<file path="config.mk">
export PLATFORM = sky130hd
export DESIGN_NAME = priority_periodic_poll_scheduler
export DESIGN_NICKNAME = d
export VERILOG_FILES = /design/src/sv/ppps_pkg.sv /design/src/sv/ppps_timer.sv /design/src/sv/priority_periodic_poll_scheduler.sv
export SDC_FILE = /design/constraint.sdc
export NUM_CORES = 1
export LEC_CHECK = 0
export ABC_AREA = 1
export ABC_CLOCK_PERIOD_IN_PS = 14800
export BUFFER_PORTS_ARGS = -buffer_cell sky130_fd_sc_hd__buf_2
export CAP_MARGIN = 30
export CORE_MARGIN = 2
export CORE_UTILIZATION = 30
export DETAILED_ROUTE_END_ITERATION = 12
export SLEW_MARGIN = 10
export SYNTH_ARGS = -nofsm -noshare
export SYNTH_HDL_FRONTEND = slang
export SYNTH_SLANG_ARGS = --single-unit
</file>
<file path="constraint.sdc">
create_clock -name aclk -period 14.8 [get_ports aclk]
set_clock_uncertainty 0.1 [all_clocks]
set_input_delay 3.7 -clock aclk [delete_from_list [all_inputs] [get_ports aclk]]
set_output_delay 3.7 -clock aclk [all_outputs]
set_load 0.02 [all_outputs]
</file>
<file path="src/sv/ppps_pkg.sv">
`timescale 1ns / 1ps
// ppps_pkg: shared types, widths, codes and reset values of the poll scheduler
// used by ppps_timer, priority_periodic_poll_scheduler and ppps_checker

package ppps_pkg;

    localparam int NOW_W         = 32;
    localparam int PERIOD_W      = 16;
    localparam int CODE_W        = 3;
    localparam int KIND_W        = 2;
    localparam int NUM_TIMERS    = 4;
    localparam int CFG_IDX_W     = 4;
    localparam int TIME_BITS_DEF = 32;

    localparam int S_TDATA_W = 40;
    localparam int S_TUSER_W = 1;
    localparam int M_TDATA_W = 8;

    typedef logic [PERIOD_W-1:0] period_t;
    typedef logic [KIND_W-1:0]   kind_t;
    typedef logic [CODE_W-1:0]   code_t;

    localparam kind_t KIND_DATA    = 2'd0;
    localparam kind_t KIND_RDS     = 2'd1;
    localparam kind_t KIND_QUALITY = 2'd2;
    localparam kind_t KIND_ALIVE   = 2'd3;

    localparam code_t EV_DATA_SYNC   = 3'd0;
    localparam code_t EV_AUTO_CHECK  = 3'd1;
    localparam code_t EV_RDS_ON      = 3'd2;
    localparam code_t EV_RDS_OFF     = 3'd3;
    localparam code_t EV_QUALITY_ON  = 3'd4;
    localparam code_t EV_QUALITY_OFF = 3'd5;
    localparam code_t EV_STOP_ALL    = 3'd6;
    localparam code_t EV_START_ALL   = 3'd7;

    localparam logic [CFG_IDX_W-1:0] REG_DATA_PERIOD    = 4'd0;
    localparam logic [CFG_IDX_W-1:0] REG_RDS_PERIOD     = 4'd1;
    localparam logic [CFG_IDX_W-1:0] REG_QUALITY_PERIOD = 4'd2;
    localparam logic [CFG_IDX_W-1:0] REG_ALIVE_PERIOD   = 4'd3;

    localparam period_t DATA_PERIOD_RST    = 16'd400;
    localparam period_t RDS_PERIOD_RST     = 16'd150;
    localparam period_t QUALITY_PERIOD_RST = 16'd400;
    localparam period_t ALIVE_PERIOD_RST   = 16'd30000;

    // command bit in s_tuser
    localparam logic CMD_EVENT = 1'b0;
    localparam logic CMD_TICK  = 1'b1;

    typedef struct packed {
        logic check;
        logic due;
    } tmr_ctrl_t;

endpackage

</file>
<file path="src/sv/ppps_timer.sv">
`timescale 1ns / 1ps
// ppps_timer: one periodic timer with its last time stamp and recorded flag
// depends on ppps_pkg

module ppps_timer #(
    parameter int TIME_BITS = ppps_pkg::TIME_BITS_DEF
) (
    input  logic                     aclk,
    input  logic                     aresetn,
    input  logic [ppps_pkg::NOW_W-1:0] now_ms,
    input  ppps_pkg::period_t        period,
    input  logic                     check,
    output logic                     due
);
    import ppps_pkg::*;

    localparam int EXT_W = (TIME_BITS > NOW_W) ? TIME_BITS : NOW_W;

    logic [EXT_W-1:0]     now_ext;
    logic [TIME_BITS-1:0] now_t;
    logic [TIME_BITS-1:0] elapsed;
    logic [TIME_BITS-1:0] last_reg;
    logic [TIME_BITS-1:0] last_next;
    logic                 valid_reg;
    logic                 valid_next;

    assign now_ext = EXT_W'(now_ms);
    assign now_t   = now_ext[TIME_BITS-1:0];
    assign elapsed = now_t - last_reg;
    assign due     = valid_reg && (elapsed >= TIME_BITS'(period));

    // record on the first check and on every firing check
    always_comb begin
        valid_next = valid_reg;
        last_next  = last_reg;
        if (check) begin
            valid_next = 1'b1;
            if (!valid_reg || due) begin
                last_next = now_t;
            end
        end
    end

    always_ff @(posedge aclk) begin
        if (!aresetn) begin
            valid_reg <= 1'b0;
        end else begin
            valid_reg <= valid_next;
        end
    end

    always_ff @(posedge aclk) begin
        last_reg <= last_next;
    end

endmodule

</file>
<file path="src/sv/priority_periodic_poll_scheduler.sv">
`timescale 1ns / 1ps
// priority_periodic_poll_scheduler: event/tick stream in, one poll result per item out
// depends on ppps_pkg and ppps_timer
//
// channel   dir  handshake               payload (lsb first)
// s_        in   s_tvalid / s_tready     tuser: cmd; tdata: event_code[2:0], now_ms[34:3]
// m_        out  m_tvalid / m_tready     tdata: fired[0], request_kind[2:1]
// cfg_      in   cfg_valid / cfg_ready   cfg_index, cfg_data (period in ms)
//
// one item per cycle while the result is not stalled by m_tready
// input register then result register; the priority chain over the four timers
// sits between them
// a stalled result holds the result register, the input register fills behind it
// reset is synchronous: flags, timers and periods return to their reset values

module priority_periodic_poll_scheduler #(
    parameter int TIME_BITS = ppps_pkg::TIME_BITS_DEF
) (
    input  logic                              aclk,
    input  logic                              aresetn,
    input  logic                              s_tvalid,
    output logic                              s_tready,
    input  logic [ppps_pkg::S_TDATA_W-1:0]    s_tdata,  // event_code, now_ms
    input  logic [ppps_pkg::S_TUSER_W-1:0]    s_tuser,  // cmd
    output logic                              m_tvalid,
    input  logic                              m_tready,
    output logic [ppps_pkg::M_TDATA_W-1:0]    m_tdata,  // fired, request_kind
    input  logic                              cfg_valid,
    output logic                              cfg_ready,
    input  logic [ppps_pkg::CFG_IDX_W-1:0]    cfg_index,
    input  ppps_pkg::period_t                 cfg_data
);
    import ppps_pkg::*;

    logic              in_valid_reg;
    logic              in_cmd_reg;
    code_t             in_code_reg;
    logic [NOW_W-1:0]  in_now_reg;
    logic              advance;
    logic              s_acc;

    period_t           period_reg [NUM_TIMERS];

    logic              data_pend_reg, data_pend_next;
    logic              rds_en_reg,    rds_en_next;
    logic              qual_en_reg,   qual_en_next;
    logic              glob_en_reg,   glob_en_next;

    tmr_ctrl_t         tmr [NUM_TIMERS];
    logic              go;
    logic [NUM_TIMERS-1:0] fire;

    logic              out_valid_reg;
    logic              fired_reg, fired_next;
    kind_t             kind_reg,  kind_next;

    assign advance   = !out_valid_reg || m_tready;
    assign s_tready  = !in_valid_reg || advance;
    assign s_acc     = s_tvalid && s_tready;
    assign cfg_ready = 1'b1;

    // input register
    always_ff @(posedge aclk) begin
        if (!aresetn) begin
            in_valid_reg <= 1'b0;
        end else if (s_tready) begin
            in_valid_reg <= s_tvalid;
        end
    end

    always_ff @(posedge aclk) begin
        if (s_acc) begin
            in_cmd_reg  <= s_tuser[0];
            in_code_reg <= s_tdata[CODE_W-1:0];
            in_now_reg  <= s_tdata[CODE_W+NOW_W-1:CODE_W];
        end
    end

    // period registers
    always_ff @(posedge aclk) begin
        if (!aresetn) begin
            period_reg[KIND_DATA]    <= DATA_PERIOD_RST;
            period_reg[KIND_RDS]     <= RDS_PERIOD_RST;
            period_reg[KIND_QUALITY] <= QUALITY_PERIOD_RST;
            period_reg[KIND_ALIVE]   <= ALIVE_PERIOD_RST;
        end else if (cfg_valid && cfg_ready) begin
            case (cfg_index)
                REG_DATA_PERIOD:    period_reg[KIND_DATA]    <= cfg_data;
                REG_RDS_PERIOD:     period_reg[KIND_RDS]     <= cfg_data;
                REG_QUALITY_PERIOD: period_reg[KIND_QUALITY] <= cfg_data;
                REG_ALIVE_PERIOD:   period_reg[KIND_ALIVE]   <= cfg_data;
                default: ;
            endcase
        end
    end

    // priority chain: a timer is checked only while every earlier one holds off
    assign go = in_valid_reg && advance && (in_cmd_reg == CMD_TICK) && glob_en_reg;

    assign tmr[KIND_DATA].check    = go && data_pend_reg;
    assign fire[KIND_DATA]         = tmr[KIND_DATA].check && tmr[KIND_DATA].due;
    assign tmr[KIND_RDS].check     = go && rds_en_reg && !fire[KIND_DATA];
    assign fire[KIND_RDS]          = tmr[KIND_RDS].check && tmr[KIND_RDS].due;
    assign tmr[KIND_QUALITY].check = go && qual_en_reg && !fire[KIND_DATA] && !fire[KIND_RDS];
    assign fire[KIND_QUALITY]      = tmr[KIND_QUALITY].check && tmr[KIND_QUALITY].due;
    assign tmr[KIND_ALIVE].check   = go && !fire[KIND_DATA] && !fire[KIND_RDS]
                                     && !fire[KIND_QUALITY];
    assign fire[KIND_ALIVE]        = tmr[KIND_ALIVE].check && tmr[KIND_ALIVE].due;

    for (genvar k = 0; k < NUM_TIMERS; k++) begin : g_tmr
        ppps_timer #(
            .TIME_BITS (TIME_BITS)
        ) u_timer (
            .aclk    (aclk),
            .aresetn (aresetn),
            .now_ms  (in_now_reg),
            .period  (period_reg[k]),
            .check   (tmr[k].check),
            .due     (tmr[k].due)
        );
    end

    always_comb begin
        data_pend_next = data_pend_reg;
        rds_en_next    = rds_en_reg;
        qual_en_next   = qual_en_reg;
        glob_en_next   = glob_en_reg;
        fired_next     = |fire;
        kind_next      = KIND_DATA;
        if (fire[KIND_RDS]) begin
            kind_next = KIND_RDS;
        end else if (fire[KIND_QUALITY]) begin
            kind_next = KIND_QUALITY;
        end else if (fire[KIND_ALIVE]) begin
            kind_next = KIND_ALIVE;
        end
        if (fire[KIND_DATA]) begin
            data_pend_next = 1'b0;
        end
        if (in_valid_reg && advance && (in_cmd_reg == CMD_EVENT)) begin
            case (in_code_reg)
                EV_DATA_SYNC:   data_pend_next = 1'b1;
                EV_AUTO_CHECK:  data_pend_next = 1'b1;
                EV_RDS_ON:      rds_en_next    = 1'b1;
                EV_RDS_OFF:     rds_en_next    = 1'b0;
                EV_QUALITY_ON:  qual_en_next   = 1'b1;
                EV_QUALITY_OFF: qual_en_next   = 1'b0;
                EV_STOP_ALL:    glob_en_next   = 1'b0;
                EV_START_ALL:   glob_en_next   = 1'b1;
                default: ;
            endcase
        end
    end

    always_ff @(posedge aclk) begin
        if (!aresetn) begin
            data_pend_reg <= 1'b0;
            rds_en_reg    <= 1'b0;
            qual_en_reg   <= 1'b0;
            glob_en_reg   <= 1'b1;
        end else begin
            data_pend_reg <= data_pend_next;
            rds_en_reg    <= rds_en_next;
            qual_en_reg   <= qual_en_next;
            glob_en_reg   <= glob_en_next;
        end
    end

    // result register
    always_ff @(posedge aclk) begin
        if (!aresetn) begin
            out_valid_reg <= 1'b0;
        end else if (advance) begin
            out_valid_reg <= in_valid_reg;
        end
    end

    always_ff @(posedge aclk) begin
        if (advance && in_valid_reg) begin
            fired_reg <= fired_next;
            kind_reg  <= kind_next;
        end
    end

    assign m_tvalid = out_valid_reg;
    assign m_tdata  = M_TDATA_W'({kind_reg, fired_reg});

endmodule

</file>
==> flow_metrics.py <==
metrics = {
    "outcome": {
        "outcome": "completed",
    },
    "logic_synthesis": {
        "netlist_top_cells_count": "865 x nand2_1, 614 x inv_1, 243 x nor2_1",
        "synth_area_leaders": "edfxtp_1 36%, nand2_1 17%, ha_1 12%",
        "synth_compound_area_share_pct": 6.037,
        "ys_warn_count": 0,
        "synth_area_um2": 19380,
        "async_flop_share_pct": 0,
        "synth_fa_ha_area_share_pct": 12.55,
        "yosysSeqAreaShare_pct": 36.83,
        "ys_types": 45,
        "synth-simple-area-share_pct": 29.17,
        "synth_top_family_by_area": "simple AND/OR/NAND/NOR gates",
        "synth_most_common_cell": "nand2_1",
        "syn_area_per_cell_um2": 7.138,
        "ys_ff_latch": 241,
        "synth_edf_count": 231,
        "syn_inst": 2715,
        "synthXorXnorAreaFrac_pct": 2.847,
        "synth_top_area_share_pct": 35.79,
        "ys.flop_type": "edfxtp_1",
        "yosysTopAreaCell": "edfxtp_1",
        "muxShareOfSynthArea_pct": 0,
    },
    "worst_setup_path": {
        "critPathMaxFanout": 3,
        "r2r_setup_slack_ns": 9.52,
        "endpoint_kind": "output port",
        "critPathArrivalTime_ns": 4.14,
        "reg2reg_from": "in_now_reg[0]",
        "r2r_cells": 26,
        "path_class": "input pin to output port",
        "crit_required_ns": 11.00,
        "cp-start-kind": "input pin",
        "r2r-end": "g_tmr[3].u_timer.last_reg[28]",
    },
    "grt": {
        "grt_max_degree": 37,
        "antenna_found_initial": 3,
        "grt_pass1_wl_mm": 82.25,
        "grt_pass1_vias": 16136,
        "grt-ovfl-total": 0,
        "grt_usage_pct": 15.53,
    },
    "placement": {
        "postPlaceCellArea_um2": 20870,
        "placed_cells": 3640,
        "place_ws_ns": 6.865,
        "hpwl_mm": 43.25,
        "place.gp.congestion": 0.9219,
        "portBuffers": 65,
    },
    "power": {
        "pwr-share-comb_pct": 18.3,
        "switchingPower_mw": 0.5340,
        "power.total_mw": 1.850,
        "swShare_pct": 28.86,
        "seqPwrFrac_pct": 42.8,
        "leakagePower_nw": 11.30,
        "power.density_nw_per_um2": 84.75,
        "power_frac_clock_pct": 38.9,
        "peakVddDrop_mv": 0.09782,
        "power.internal_mw": 1.316,
    },
    "layout": {
        "largest_reg_flops": 128,
        "final_area_um2": 21830,
        "drive_above_1_share_pct": 6.660,
        "final_util_pct": 34.05,
        "fin_cells": 3694,
        "synthToLayoutAreaGrowth_pct": 12.66,
        "nNetsFinal": 3074,
    },
    "clock_network": {
        "hold_buffers": 0,
        "cts_setup_buffers": 0,
        "clock_path_buffers": 3,
        "cts_inserted_buffers": 29,
        "cts_tree": "built",
        "cts-root-buf": "clkbuf_16",
        "cts.clk_slew.worst_paths_ns": 0.06,
        "insertion_delay_ns": 0.56,
        "cts-resized-gates": 0,
        "htreeDepth": 1,
        "cts.sinks": 241,
    },
    "worst_hold_path": {
        "min_from": "data_pend_reg",
        "min_path_type": "register to register",
        "min_to": "data_pend_reg",
        "min_path_cells": 2,
    },
    "route": {
        "wl_met2_mm": 24.50,
        "top_layer_used": "met4",
        "via_per_inst": 4.502,
        "firstDrtPassIters": 7,
        "routed-via-count": 16632,
        "wl_met3_mm": 1.763,
        "wire_per_inst_um": 14.08,
        "wl_mm": 52.02,
        "drt_iter0_markers": 1047,
        "drc_errors": 0,
        "drt-met1-wl_mm": 24.23,
        "ant_nets": 0,
    },
    "sta": {
        "grt_setup_unrepaired": "false",
        "min_period_over_period_pct": 53.64,
        "timing.final.ws_setup_ns": 6.861,
        "tightest_slew_ns": 0.7197,
        "maxSlewViolCount": 0,
        "setup_tns_ns": 0,
        "fin_crit_ns": 7.939,
        "whs_ns": 0.3712,
        "timing.fmax_ghz": 0.1260,
        "hold_violations": 0,
        "setup_viol": 0,
        "relSlewSlack_pct": 51.90,
    },
    "floorplanning": {
        "die-area_um2": 66650,
        "die_y_um": 258.2,
        "start_util_pct": 30.23,
        "ioPinCount": 77,
        "dieWidth_um": 258.2,
        "row_count": 93,
        "core_um2": 64120,
    },
    "flow_run": {
        "maxCapViolCount": 0,
    },
}
critical path, cell delays in order:
cell and delay [ns]:
buf_2 0.09, inv_1 0.06, nand3_1 0.11, buf_2 0.18
power by group through the flow:
| stage | sequential, mW | combinational [mW] | clock, mW |
|---|---|---|---|
| after global placement | 0.805 | 0.333 | 0 |
| after global routing | 0.794 | 0.389 | 0.763 |
| after CTS | 0.792 | 0.339 | 0.739 |
| after detailed placement | 0.806 | 0.337 | 0 |
| final | 0.792 | 0.338 | 0.721 |
| after floorplan | 0.796 | 0.245 | 0 |
kinds of logic (layout without fill, tap and decap cells):
group,count (synthesis),in the layout
simple gates,1365,1365
buf+inv,640,759
flops,241,241
compound gates,212,212
fa+ha+maj,192,192
xor+xnor,63,63
other cells,2,7
layout make-up:
type	instances	area [µm²]
Multi-Input combinational cell	1838	9858
Tap cell	855	1070
Clock inverter	21	220.2
Timing Repair Buffer	77	447.9
Clock buffer	32	737.0
Fill cell	6885	42280
Inverter	629	2361
Sequential cell	241	7137
Antenna cell	1	2.502
routing by layer:
metal | track usage (%) | up-vias
li1 | - | 8686
met1 | 20.09 | 7570
met2 | 27.26 | 286
met3 | 1.590 | 90
met4 | 4.624 | 0
met5 | 0 | -
cells in the final DEF, fill, tap and decap left out, types with 3 or more instances in the layout:
cell type   netlist  final
a21oi_1         130    129
a21oi_2           3      3
a31oi_1           6      5
and2_1           13     13
buf_2             0     65
buf_4             7     10
bufinv_16         0      4
clkbuf_1          4      3
clkbuf_16         0     29
clkinv_1          2      6
clkinv_2          0      6
clkinvlp_4        0      5
conb_1            2      6
dfxtp_1          10     10
edfxtp_1        231    231
fa_1              4      4
ha_1            188    188
inv_1           614    614
inv_2            13     13
nand2_1         865    865
nand2_2          19     19
nand3_1         120    120
nand3b_1         13     13
nand4_1          29     29
nor2_1          243    242
nor2_2           11     12
nor2_4            5      5
nor3_1           31     31
nor3_2            3      3
nor4_1            3      3
o21a_1            4      4
o21ai_0          40     40
o21ai_1           3      3
o21bai_1         15     15
xnor2_1           4      4
xor2_1           59     59
worst max path at each step:
stage / start / to / slack, ns / cells past startpoint
after floorplan: m_tready / s_tready / 7.05 / 2
after global placement: m_tready / s_tready / 6.87 / 4
after detailed placement: m_tready / s_tready / 6.87 / 4
after CTS: m_tready / s_tready / 6.86 / 4
after global routing: m_tready / s_tready / 6.80 / 4
final: m_tready / s_tready / 6.86 / 4
(Power assumes the default switching activity.)
